`config.mk`:
```
export PLATFORM = sky130hd
export DESIGN_NAME = ukbv_ctrl
export DESIGN_NICKNAME = d
export VERILOG_FILES = /design/src/hdl/ukbv_pkg.sv /design/src/hdl/ukbv_ctrl.sv
export SDC_FILE = /design/constraint.sdc
export NUM_CORES = 1
export LEC_CHECK = 0
export BUFFER_PORTS_ARGS = -buffer_cell sky130_fd_sc_hd__buf_2
export CAP_MARGIN = 20
export CELL_PAD_IN_SITES_DETAIL_PLACEMENT = 0
export CELL_PAD_IN_SITES_GLOBAL_PLACEMENT = 1
export CORE_AREA = 2 2 39 41
export CTS_BUF_LIST = sky130_fd_sc_hd__clkbuf_16
export DETAILED_ROUTE_END_ITERATION = 7
export DIE_AREA = 0 0 41 43
export PLACE_DENSITY = 0.62
export SYNTH_ARGS = -nofsm -noshare
export SYNTH_HDL_FRONTEND = slang
export SYNTH_SLANG_ARGS = --single-unit
```
`constraint.sdc`:
```
create_clock -name clk -period 2.25 [get_ports clk]
set_clock_uncertainty 0.1 [all_clocks]
set_input_delay 0.3375 -clock clk [delete_from_list [all_inputs] [get_ports clk]]
set_output_delay 0.3375 -clock clk [all_outputs]
set_load 0.05 [all_outputs]
```
`src/hdl/ukbv_pkg.sv`:
```
// Shared types and constants for the unbounded knapsack best-value core.
package ukbv_pkg;

  // Field widths of the input and result words.
  localparam int WEIGHT_W = 10;
  localparam int VALUE_W  = 16;
  localparam int BEST_W   = 32;
  localparam int CAP_W    = 10;

  // Saturation ceiling of every table sum.
  localparam logic [BEST_W-1:0] TOP_VALUE = '1;

  // Register index, taken from address bit 2 of the configuration port.
  localparam logic REG_CAPACITY = 1'b0;

  // Controller states.
  typedef enum logic [2:0] {
    ST_CLEAR,
    ST_IDLE,
    ST_CHECK,
    ST_SWEEP,
    ST_FLUSH,
    ST_READ,
    ST_RESULT
  } state_t;

  // Commands from the controller to the datapath.
  typedef struct packed {
    logic load_item;
    logic start_sweep;
    logic step;
    logic rd_result;
    logic load_out;
    logic clear_step;
  } cmd_t;

  // Status from the datapath to the controller.
  typedef struct packed {
    logic skip;
    logic at_cap;
    logic at_end;
    logic last;
    logic out_free;
  } sts_t;

endpackage

```
`src/hdl/ukbv_ctrl.sv`:
```
// Controller state machine that sequences sweeps, result reads and table clears.
module ukbv_ctrl (
  input  logic            clk,
  input  logic            rst,
  input  logic            in_valid,
  input  ukbv_pkg::sts_t  sts,
  output logic            in_ready,
  output ukbv_pkg::cmd_t  cmd
);

  ukbv_pkg::state_t state;
  ukbv_pkg::state_t state_next;

  // State register; reset starts with a pass that clears the table.
  always_ff @(posedge clk) begin
    if (rst) begin
      state <= ukbv_pkg::ST_CLEAR;
    end else begin
      state <= state_next;
    end
  end

  // Next state and commands.
  always_comb begin
    state_next = state;
    cmd        = '0;
    in_ready   = 1'b0;
    case (state)
      ukbv_pkg::ST_CLEAR: begin
        cmd.clear_step = 1'b1;
        if (sts.at_end) begin
          state_next = ukbv_pkg::ST_IDLE;
        end
      end
      ukbv_pkg::ST_IDLE: begin
        in_ready = 1'b1;
        if (in_valid) begin
          cmd.load_item = 1'b1;
          state_next    = ukbv_pkg::ST_CHECK;
        end
      end
      ukbv_pkg::ST_CHECK: begin
        // A zero weight or one above the capacity leaves the table alone.
        if (!sts.skip) begin
          cmd.start_sweep = 1'b1;
          state_next      = ukbv_pkg::ST_SWEEP;
        end else if (sts.last) begin
          state_next = ukbv_pkg::ST_READ;
        end else begin
          state_next = ukbv_pkg::ST_IDLE;
        end
      end
      ukbv_pkg::ST_SWEEP: begin
        cmd.step = 1'b1;
        if (sts.at_cap) begin
          state_next = ukbv_pkg::ST_FLUSH;
        end
      end
      ukbv_pkg::ST_FLUSH: begin
        // The last entry of the sweep is written in this cycle.
        if (sts.last) begin
          state_next = ukbv_pkg::ST_READ;
        end else begin
          state_next = ukbv_pkg::ST_IDLE;
        end
      end
      ukbv_pkg::ST_READ: begin
        cmd.rd_result = 1'b1;
        state_next    = ukbv_pkg::ST_RESULT;
      end
      ukbv_pkg::ST_RESULT: begin
        // Wait until the output register can take the word.
        if (sts.out_free) begin
          cmd.load_out = 1'b1;
          state_next   = ukbv_pkg::ST_CLEAR;
        end
      end
      default: begin
        state_next = ukbv_pkg::ST_CLEAR;
      end
    endcase
  end

endmodule

```
==> results by group, run 1 <==
Global routing
  – Combined global-route utilization of all metal layers: 10.02%
  – Initial antenna violation count: 0
  – Total global routing overflow: 0
  – Via count of the first global-routing pass: 263
  – Pin count of the biggest net entering global routing: 18
  – Wire length of the first global-routing pass: 1110 um

Power and ir drop
  – Sequential power share: 17.7%
  – Sw power: 181.9 uW
  – Maximum resistive drop on vdd: 506.8 uV
  – Static power due to leakage: 0.2048 nW
  – Internal Dissipation: 347.9 uW
  – Pwr per Cell Area: 1203 mW/mm^2
  – Logic gate share of total power: 29.1%
  – Relative contribution of the clock network to total power: 53.2%
  – Proportion of total power due to net switching: 34.34%

Cells and area
  – Number of flip-flops under the largest register name: 3
  – Total Nets Final: 58
  – Fraction of final layout cells sized beyond drive strength 1: 40.82%
  – Layout overhead on the synthesized area: 47.90%
  – Most common cell after layout, fill and taps aside: sky130_fd_sc_hd__buf_2
  – Final instance area: 440.4 sq um
  – Number of fill cells in the layout: 157
  – Biggest regs: state: 3 flops
  – Register bank with the most flops: state
  – N_diodes: 0
  – Most frequent cells in the layout: 14 x sky130_fd_sc_hd__buf_2, 3 x sky130_fd_sc_hd__clkbuf_16, 3 x sky130_fd_sc_hd__dfxtp_1

Setup path
  – Kind of start point of the critical path: register
  – Arrival time of the worst setup path: 1570 ps
  – Critical Setup Path Class: reg -> out
  – Crit path capture type: output port
  – Maximum fanout encountered on the critical timing path: 16
  – Required @ worst endpoint: 1810 ps

Synth
  – Share of the synthesized area in the top cell type: 20.17%
  – Mapped Nets: 43
  – Post-synth design cell area: 297.8 sq um
  – FF+latch count, synth: 3
  – Warnings from Yosys: 0
  – Proportion of synthesized chip area in sequential cells: 20.17%
  – Largest cells by area after synthesis: sky130_fd_sc_hd__dfxtp_1 20%, sky130_fd_sc_hd__buf_6 7.6%, sky130_fd_sc_hd__a211o_1 5.9%
  – Synthesized instance count: 35
  – Average instance area after synthesis: 8.508 sq um
  – Cell type contributing the most total cell area after synthesis: sky130_fd_sc_hd__dfxtp_1
  – Netlist cell types: 25

Place
  – Placer congestion estimate: 0.6488
  – Port Buf Inserts: 14
  – HPWL Detailed: 545 um
  – Area post-placement: 361.6 sq um

Clock network
  – Post-CTS sizing: 0
  – Number of clock sinks: 3
  – Number of buffers inserted by hold repair at cts: 0
  – TritonCTS clock tree: done
  – Clock buffer count from CTS: 3
  – Clock Tree Root: sky130_fd_sc_hd__clkbuf_16
  – Maximum root-to-sink buffer count: 2
  – Clock-pin slew on the worst setup and hold paths: 30 ps
  – Insertion delay of the later-clocked pin in the worst-skew pair: 230 ps
  – Maximum level of the CTS H-tree: 1
  – Setup Fix Bufs, Post-CTS: 0

Floorplanning
  – Top-level I/O count: 15
  – Placement Rows: 14
  – Core box area: 0.001384 sq mm
  – Full die area: 0.001763 sq mm
  – Vertical die dimension: 43 um
  – Effective utilization at floorplan: 21.52%
  – Die boundary width: 41 um

STA
  – Pins Over Slew Limit: 0
  – Worst slew margin: 66.22%
  – Crit share post-route: 89.12%
  – Transition time of the tightest slew-check pin: 506.0 ps
  – Final setup violation count: 0
  – Final critical delay including setup and external delays: 2005 ps
  – Total count of hold-check failures in the final report: 0
  – Fin Setup TNS: 0 ps
  – RSZ-0062 raised after global routing: false
  – Timing-limited maximum frequency: 498.7 MHz

Routing
  – Number of DRC markers after the initial detailed-route iteration: 4
  – Post-detailed-route DRC marker count: 0
  – Count of antenna-violating nets left after detailed routing: 0
  – Routed wirelength normalized by instance count: 11.98 um
  – Vias per cell: 5.000
  – Routed via count: 325
  – Post-Route WL: 779 um
  – Number of iterations in the first detailed-routing pass: 2

Flow run
  – Number of maximum-capacitance constraint violations: 0

Outcome
  – Result of the run: finished, final reports clean

Hold path
  – Worst Hold Class: in -> reg
-- power by group through the flow --
stage | logic (mW) | registers, mW | clock network (mW)
6_report | 0.154 | 0.0937 | 0.282
3_3_place_gp | 0.154 | 0.0944 | 0
4_1_cts | 0.155 | 0.0931 | 0.286
2_1_floorplan | 0.153 | 0.0718 | 0
5_1_grt | 0.165 | 0.0981 | 0.294
3_5_place_dp | 0.155 | 0.0937 | 0
-- worst max-delay path, stage by stage (launching register included) --
cell,delay [ps]
sky130_fd_sc_hd__dfxtp_1,580
sky130_fd_sc_hd__nor2b_1,240
sky130_fd_sc_hd__and2b_1,150
sky130_fd_sc_hd__and2_1,110
sky130_fd_sc_hd__buf_2,250
-- cell families (layout without fill, tap and decap cells) --
logic type	count (synthesis)	count (layout)	share of synthesized area (%)
AOI/OAI and AO/OA	12	12	33.62
DFF	3	3	20.17
and+or+nand+nor	15	15	34.04
buffers and inverters	5	19	12.18
-- cell type report --
type                       instances  area (sq um)  share of cell area, %
clock inverter                     1         3.754                 0.8523
timing repair buffer              14         70.07                  15.91
inverter                           1         3.754                 0.8523
multi-input combinational         27         207.7                  47.16
sequential                         3         60.06                  13.64
tap                               16         20.02                  4.545
clock buffer                       3         75.07                  17.05
-- through the flow --
step / total power [mW] / utilization [%] / setup WS (ps) / instances / hold WS (ps)
global route: 0.5579 / 31.83 / 131.7 / 65 / 259.8
detailed placement: 0.2483 / 26.13 / 483.0 / 61 / 480.7
floorplan: 0.2250 / - / 200.8 / 35 / 316.2
global placement: 0.2487 / 26.13 / 494.6 / 61 / 485.4
CTS: 0.5342 / 31.83 / 241.6 / 65 / 246.8
finish: 0.5298 / 31.83 / 244.8 / 65 / 247.5
-- metal layers --
| metal | up-vias | global-route usage [%] | part of all wire [%] |
|---|---|---|---|
| li1 | 169 | - | - |
| met1 | 147 | 10.86 | 46 |
| met2 | 9 | 14.06 | 49 |
| met3 | 0 | 3.141 | 4.2 |
| met4 | 0 | 10.00 | 0 |
| met5 | - | 0 | 0 |
-- cell usage after synthesis, drive strengths merged --
library cell	number
o41ai	1
inv	1
and2b	1
nand2b	1
nand2	2
nor3	2
nor4b	2
a21oi	2
a211oi	1
o41a	1
o21bai	1
nor2b	1
o22ai	1
or4	1
nor2	1
a211o	2
and2	2
buf	4
and4b	1
a221oi	1
dfxtp	3
o31ai	1
and4bb	1
o211ai	1
-- final timing paths --
| path | endpoint | slack [ps] | startpoint | depth (start not counted) |
|---|---|---|---|---|
| setup / recovery | cmd[5] | 240 | state[0] | 4 |
| hold / removal | state[0] | 250 | rst | 2 |
| setup reg to reg | state[2] | 680 | state[2] | 3 |
| hold reg to reg | state[0] | 530 | state[1] | 2 |
No activity file was read; power rests on OpenSTA's default activity.
==> run 2: changes to the inputs <==
--- a/config.mk
+++ b/config.mk
@@ -16,2 +16,3 @@
 export PLACE_DENSITY = 0.62
+export SETUP_SLACK_MARGIN = 0.3
 export SYNTH_ARGS = -nofsm -noshare
==> constraint.sdc (replaced) <==
create_clock -name clk -period 2.25 [get_ports clk]
set_clock_uncertainty 0.1 [all_clocks]
set_input_delay 0.225 -clock clk [delete_from_list [all_inputs] [get_ports clk]]
set_output_delay 0.225 -clock clk [all_outputs]
set_load 0.05 [all_outputs]
==> run 2 against run 1 <==
Worst setup slack improved by 230 ps. Combinational power about the same. Largest cell class unchanged. Design area rose by 0.28%. Total power increased by 0.18%. Non-clock buffer count stayed put. Cell count unchanged. Sequential share of layout area increased by 0.24 points.
==> results by group, run 2 (synthesis results as in run 1) <==
Setup path
  – Required @ worst endpoint: 1920 ps (was 1810 ps)
  – Launching instance or port of the critical path: state[2] (was state[0])
  – Reg2Reg Launch Point: state[2] (unchanged)
  – Kind of start point of the critical path: register (unchanged)
  – Critical Setup Path Class: reg -> out (unchanged)
  – Crit path capture type: output port (unchanged)
  – CP cell instances: and2b_1 -> and2_1 -> buf_2 (was nor2b_1 -> and2b_1 -> and2_1 -> buf_2)
  – Arrival time of the worst setup path: 1450 ps (was 1570 ps)
  – Crit path largest cell delay: 620 ps (was 580 ps)
  – Maximum fanout encountered on the critical timing path: 17 (was 16)
  – Highest-delay cell along the critical path: sky130_fd_sc_hd__dfxtp_1 (unchanged)

Hold path
  – Hold path start: rst (unchanged)
  – Worst Hold Class: in -> reg (unchanged)

Cells and area
  – Number of flip-flops under the largest register name: 3 (unchanged)
  – Most common cell after layout, fill and taps aside: sky130_fd_sc_hd__buf_2 (unchanged)
  – Final instance area: 441.7 sq um (was 440.4 sq um)
  – Register bank with the most flops: state (unchanged)
  – Biggest regs: state: 3 flops (unchanged)
  – Fraction of final layout cells sized beyond drive strength 1: 42.86% (was 40.82%)
  – Layout overhead on the synthesized area: 48.32% (was 47.90%)
  – Most frequent cells in the layout: 14 x sky130_fd_sc_hd__buf_2, 3 x sky130_fd_sc_hd__clkbuf_16 (was 14 x sky130_fd_sc_hd__buf_2, 3 x sky130_fd_sc_hd__clkbuf_16, 3 x sky130_fd_sc_hd__dfxtp_1)
  – Total Nets Final: 58 (unchanged)
  – N_diodes: 0 (unchanged)

Clock network
  – Maximum level of the CTS H-tree: 1 (unchanged)
  – Maximum root-to-sink buffer count: 2 (unchanged)
  – Number of clock sinks: 3 (unchanged)
  – Insertion delay of the later-clocked pin in the worst-skew pair: 230 ps (about the same)
  – Clock-pin slew on the worst setup and hold paths: 30 ps (about the same)
  – TritonCTS clock tree: done (unchanged)
  – Clock buffer count from CTS: 3 (unchanged)
  – Clock Tree Root: sky130_fd_sc_hd__clkbuf_16 (unchanged)
  – Setup Fix Bufs, Post-CTS: 0 (unchanged)
  – Number of buffers inserted by hold repair at cts: 0 (unchanged)
  – Post-CTS sizing: 0 (unchanged)

Floorplanning
  – Full die area: 0.001763 sq mm (unchanged)
  – Die boundary width: 41 um (unchanged)
  – Effective utilization at floorplan: 21.52% (unchanged)
  – Vertical die dimension: 43 um (unchanged)
  – Placement Rows: 14 (unchanged)
  – Top-level I/O count: 15 (unchanged)
  – Core box area: 0.001384 sq mm (unchanged)

STA
  – Timing-limited maximum frequency: 564.5 MHz (was 498.7 MHz)
  – RSZ-0062 raised after global routing: false (unchanged)
  – Total count of hold-check failures in the final report: 0 (unchanged)
  – Final setup violation count: 0 (unchanged)
  – Pins Over Slew Limit: 0 (unchanged)
  – Worst slew margin: 66.22% (unchanged)
  – Crit share post-route: 78.73% (was 89.12%)
  – Fin Setup TNS: 0 ps (unchanged)
  – Transition time of the tightest slew-check pin: 506.0 ps (unchanged)
  – Final critical delay including setup and external delays: 1771 ps (was 2005 ps)

Routing
  – Vias per cell: 5.000 (unchanged)
  – Number of DRC markers after the initial detailed-route iteration: 4 (unchanged)
  – Post-detailed-route DRC marker count: 0 (unchanged)
  – Number of iterations in the first detailed-routing pass: 2 (unchanged)
  – Post-Route WL: 779 um (unchanged)
  – Routed wirelength normalized by instance count: 11.98 um (unchanged)
  – Count of antenna-violating nets left after detailed routing: 0 (unchanged)
  – Routed via count: 325 (unchanged)

Place
  – Area post-placement: 361.6 sq um (unchanged)
  – HPWL Detailed: 545 um (unchanged)
  – Placer congestion estimate: 0.6488 (unchanged)
  – Port Buf Inserts: 14 (unchanged)

Power and ir drop
  – Maximum resistive drop on vdd: 506.8 uV (about the same)
  – Pwr per Cell Area: 1202 mW/mm^2 (was 1203 mW/mm^2)
  – Static power due to leakage: 0.2050 nW (was 0.2048 nW)

Outcome
  – Result of the run: finished, final reports clean (unchanged)

Flow run
  – Number of maximum-capacitance constraint violations: 0 (unchanged)

Global routing
  – Combined global-route utilization of all metal layers: 10.02% (unchanged)
  – Via count of the first global-routing pass: 263 (unchanged)
  – Total global routing overflow: 0 (unchanged)
  – Initial antenna violation count: 0 (unchanged)
  – Wire length of the first global-routing pass: 1110 um (unchanged)
  – Pin count of the biggest net entering global routing: 18 (unchanged)
==> run 2: cell count changes in the layout (fill, tap and decap cells not counted) <==
| cell | before | now |
|---|---|---|
| sky130_fd_sc_hd__dfxtp_1 | 3 | 2 |
| sky130_fd_sc_hd__dfxtp_2 | 0 | 1 |
==> run 2: worst paths after layout <==
| check | end | slack [ps] | cells past startpoint |
|---|---|---|---|
| min reg2reg | state[0] | 520 | 2 |
| min | state[0] | 130 | 2 |
| max | cmd[5] | 480 | 3 |
| max reg2reg | state[2] | 680 | 3 |
==> run 2: metrics by stage <==
stage | setup WS, ps | utilization (%) | hold WS [ps] | std cells | power (mW)
finish | 478.6 | 31.92 | 127.4 | 65 | 0.5308
global route | 373.5 | 31.92 | 139.7 | 65 | 0.5588
CTS | 354.1 | 31.83 | 134.3 | 65 | 0.5342
detailed placement | 595.5 | 26.13 | 368.2 | 61 | 0.2483
global placement | 607.1 | 26.13 | 372.9 | 61 | 0.2487
floorplan | 313.3 | - | 203.7 | 35 | 0.2250
==> run 2: layer usage <==
layer	part of all wire (%)	track usage, %
met2	49	14.06
met4	0	10.00
met3	4.2	3.141
met1	46	10.86
met5	0	0
==> run 2: layout make-up <==
cell class	count	area [sq um]
fill	159	942.2
multi-input combinational	27	207.7
clock buffer	3	75.07
timing repair buffer	14	70.07
sequential	3	61.31
tap	16	20.02
clock inverter	1	3.754
inverter	1	3.754
==> run 2: where the power goes <==
part | internal (mW) | leakage (nW) | switching (mW)
combinational | 0.0556 | 0.138 | 0.0984
sequential | 0.0637 | 0.0249 | 0.0310
clock | 0.230 | 0.0423 | 0.0525
==> run 2: critical path: cells and delay by family, from the launching register on <==
family	cells	cell delay, ps
buffers and inverters	1	200
AND/OR/NAND/NOR	2	390
flip-flops	1	620
==> run 3: changes to the inputs <==
PLACE_DENSITY = 0.64   (was 0.62)
clock period = 1.5 ns   (was 2.25 ns; I/O delays follow)
==> run 3 against run 2 <==
Flip-flop and latch count is the same. Non-clock buffer count grew 17. Sequential share of layout area shrank 4.4 points. Worst setup slack lost 420 ps. Cell count grew 26%. Core utilization grew 22 points. First-iteration DRC count shrank 25%. Die area is the same. Combinational power grew to 3.3 times the previous value.
==> results by group, run 3 (synthesis results as in run 1) <==
Outcome
  – Result of the run: finished, final reports clean (unchanged)

STA
  – Timing-limited maximum frequency: 694.1 MHz
  – Final critical delay including setup and external delays: 1441 ps
  – Total count of hold-check failures in the final report: 0 (unchanged)
  – Fin Setup TNS: 0 ps (unchanged)
  – Final setup violation count: 0 (unchanged)
  – Worst slew margin: 80.51% (was 66.22%)
  – RSZ-0062 raised after global routing: true (was false)
  – Transition time of the tightest slew-check pin: 291.5 ps (was 506.0 ps)
  – Crit share post-route: 96.05%
  – Pins Over Slew Limit: 0 (unchanged)

Setup path
  – Kind of start point of the critical path: register (unchanged)
  – Critical Setup Path Class: reg -> out (unchanged)
  – Required @ worst endpoint: 1250 ps (was 1920 ps)
  – Arrival time of the worst setup path: 1190 ps (was 1450 ps)
  – Crit path capture type: output port (unchanged)
  – Maximum fanout encountered on the critical timing path: 6 (was 17)

Hold path
  – Worst Hold Class: in -> reg (unchanged)

Cells and area
  – N_diodes: 0 (unchanged)
  – FF+latch area: 71.32 sq um (was 61.31 sq um)
  – Most common cell after layout, fill and taps aside: sky130_fd_sc_hd__buf_6 (was sky130_fd_sc_hd__buf_2)
  – Finished Core Util: 54.25% (was 31.92%)
  – Fraction of final layout cells sized beyond drive strength 1: 80.30% (was 42.86%)
  – Count of non-filler cells in the finished layout: 82 (was 65)
  – Biggest regs: state: 3 flops (unchanged)
  – Register bank with the most flops: state (unchanged)
  – Number of fill cells in the layout: 127 (was 159)
  – Layout overhead on the synthesized area: 152.1% (was 48.32%)
  – Number of flip-flops under the largest register name: 3 (unchanged)
  – Total Nets Final: 75 (was 58)
  – Combined area of the multi-input logic cells: 282.8 sq um (was 207.7 sq um)
  – Most frequent cells in the layout: 13 x sky130_fd_sc_hd__buf_6, 7 x sky130_fd_sc_hd__buf_2, 7 x sky130_fd_sc_hd__buf_4 (was 14 x sky130_fd_sc_hd__buf_2, 3 x sky130_fd_sc_hd__clkbuf_16)

Routing
  – Number of DRC markers after the initial detailed-route iteration: 3 (was 4)
  – Post-detailed-route DRC marker count: 0 (unchanged)
  – Number of iterations in the first detailed-routing pass: 2 (unchanged)
  – Routed wirelength normalized by instance count: 12.87 um (was 11.98 um)
  – Post-Route WL: 1055 um (was 779 um)
  – Vias per cell: 4.939 (was 5.000)
  – Routed via count: 405 (was 325)
  – Count of antenna-violating nets left after detailed routing: 0 (unchanged)

Place
  – Placer congestion estimate: 0.7735 (was 0.6488)
  – Port Buf Inserts: 14 (unchanged)
  – Instance count after placement with tap cells included: 67 (was 61)
  – HPWL Detailed: 596 um (was 545 um)

Global routing
  – Via count of the first global-routing pass: 371 (was 263)
  – Total global routing overflow: 0 (unchanged)
  – Initial antenna violation count: 0 (unchanged)
  – Pin count of the biggest net entering global routing: 9 (was 18)
  – Wire length of the first global-routing pass: 1642 um (was 1110 um)
  – Combined global-route utilization of all metal layers: 14.94% (was 10.02%)

Power and ir drop
  – Static power due to leakage: 0.3363 nW (was 0.2050 nW)
  – Pwr per Cell Area: 1409 mW/mm^2 (was 1202 mW/mm^2)
  – Maximum resistive drop on vdd: 818.3 uV (was 506.8 uV)

Flow run
  – Number of maximum-capacitance constraint violations: 0 (unchanged)

Clock network
  – Maximum level of the CTS H-tree: 1 (unchanged)
  – Clock buffer count from CTS: 3 (unchanged)
  – Number of clock sinks: 3 (unchanged)
  – Clock Tree Root: sky130_fd_sc_hd__clkbuf_16 (unchanged)
  – Number of buffers inserted by hold repair at cts: 0 (unchanged)
  – TritonCTS clock tree: done (unchanged)
  – Clock-pin slew on the worst setup and hold paths: 30 ps (about the same)
  – Insertion delay of the later-clocked pin in the worst-skew pair: 230 ps (about the same)
  – Maximum root-to-sink buffer count: 2 (unchanged)

Floorplanning
  – Placement Rows: 14 (unchanged)
  – Die boundary width: 41 um (unchanged)
  – Core box area: 0.001384 sq mm (unchanged)
  – Effective utilization at floorplan: 21.52% (unchanged)
  – Full die area: 0.001763 sq mm (unchanged)
  – Top-level I/O count: 15 (unchanged)
  – Vertical die dimension: 43 um (unchanged)
==> run 3: cell count changes in the layout (fill, tap and decap cells not counted), sizes merged <==
cell,delta
buf,+17
==> run 3: area by class of cell <==
| class | count | area share, % |
|---|---|---|
| Clock buffer | 3 | 10.00 |
| Clock inverter | 1 | 0.5000 |
| Inverter | 1 | 0.5000 |
| Multi-Input combinational cell | 27 | 37.67 |
| Sequential cell | 3 | 9.500 |
| Tap cell | 16 | 2.667 |
| Timing Repair Buffer | 31 | 39.17 |
==> run 3: path summary, 6_finish.rpt <==
| kind | start | endpoint | slack, ps | depth (start not counted) |
|---|---|---|---|---|
| setup reg to reg | state[0] | state[2] | 120 | 4 |
| hold / removal | rst | state[0] | 30 | 2 |
| setup / recovery | state[2] | cmd[4] | 60 | 3 |
| hold reg to reg | state[0] | state[0] | 560 | 2 |
==> run 3: metal layers <==
layer | track usage, % | routed length, um
met5 | 0 | 0
met2 | 21.25 | 566
met4 | 8.000 | 25
met1 | 17.31 | 412
met3 | 7.853 | 51
==> run 3: power by group <==
part	internal, mW	switching (mW)
clock	0.344	0.0801
combinational	0.267	0.237
sequential	0.0995	0.0296
total	0.711	0.347
==> run 3: critical path, stage by stage, from the launching register on <==
cell and delay, ps:
sky130_fd_sc_hd__dfxtp_4 360, sky130_fd_sc_hd__buf_6 120, sky130_fd_sc_hd__nor4b_4 290, sky130_fd_sc_hd__buf_6 200
==> run 3: per-stage QoR <==
stage	setup slack (ps)	hold slack (ps)	total power [mW]	cell area, sq um
6_report	59.30	29.87	1.058	750.7
5_1_grt	16.85	53.50	1.110	750.7
4_1_cts	56.11	31.93	1.028	720.7
3_5_place_dp	50.60	278.7	0.4274	436.7
3_3_place_gp	21.45	286.1	0.4281	436.7
2_1_floorplan	100.2	118.9	0.3687	340.3
==> run 3: what timing repair did <==
action	4_1_cts	5_1_grt
gates cloned	0	0
buffers inserted	10	1
endpoints found under the setup margin	10	10
resized for setup	42	6
hold endpoints to repair	0	0
pin swaps	7	6
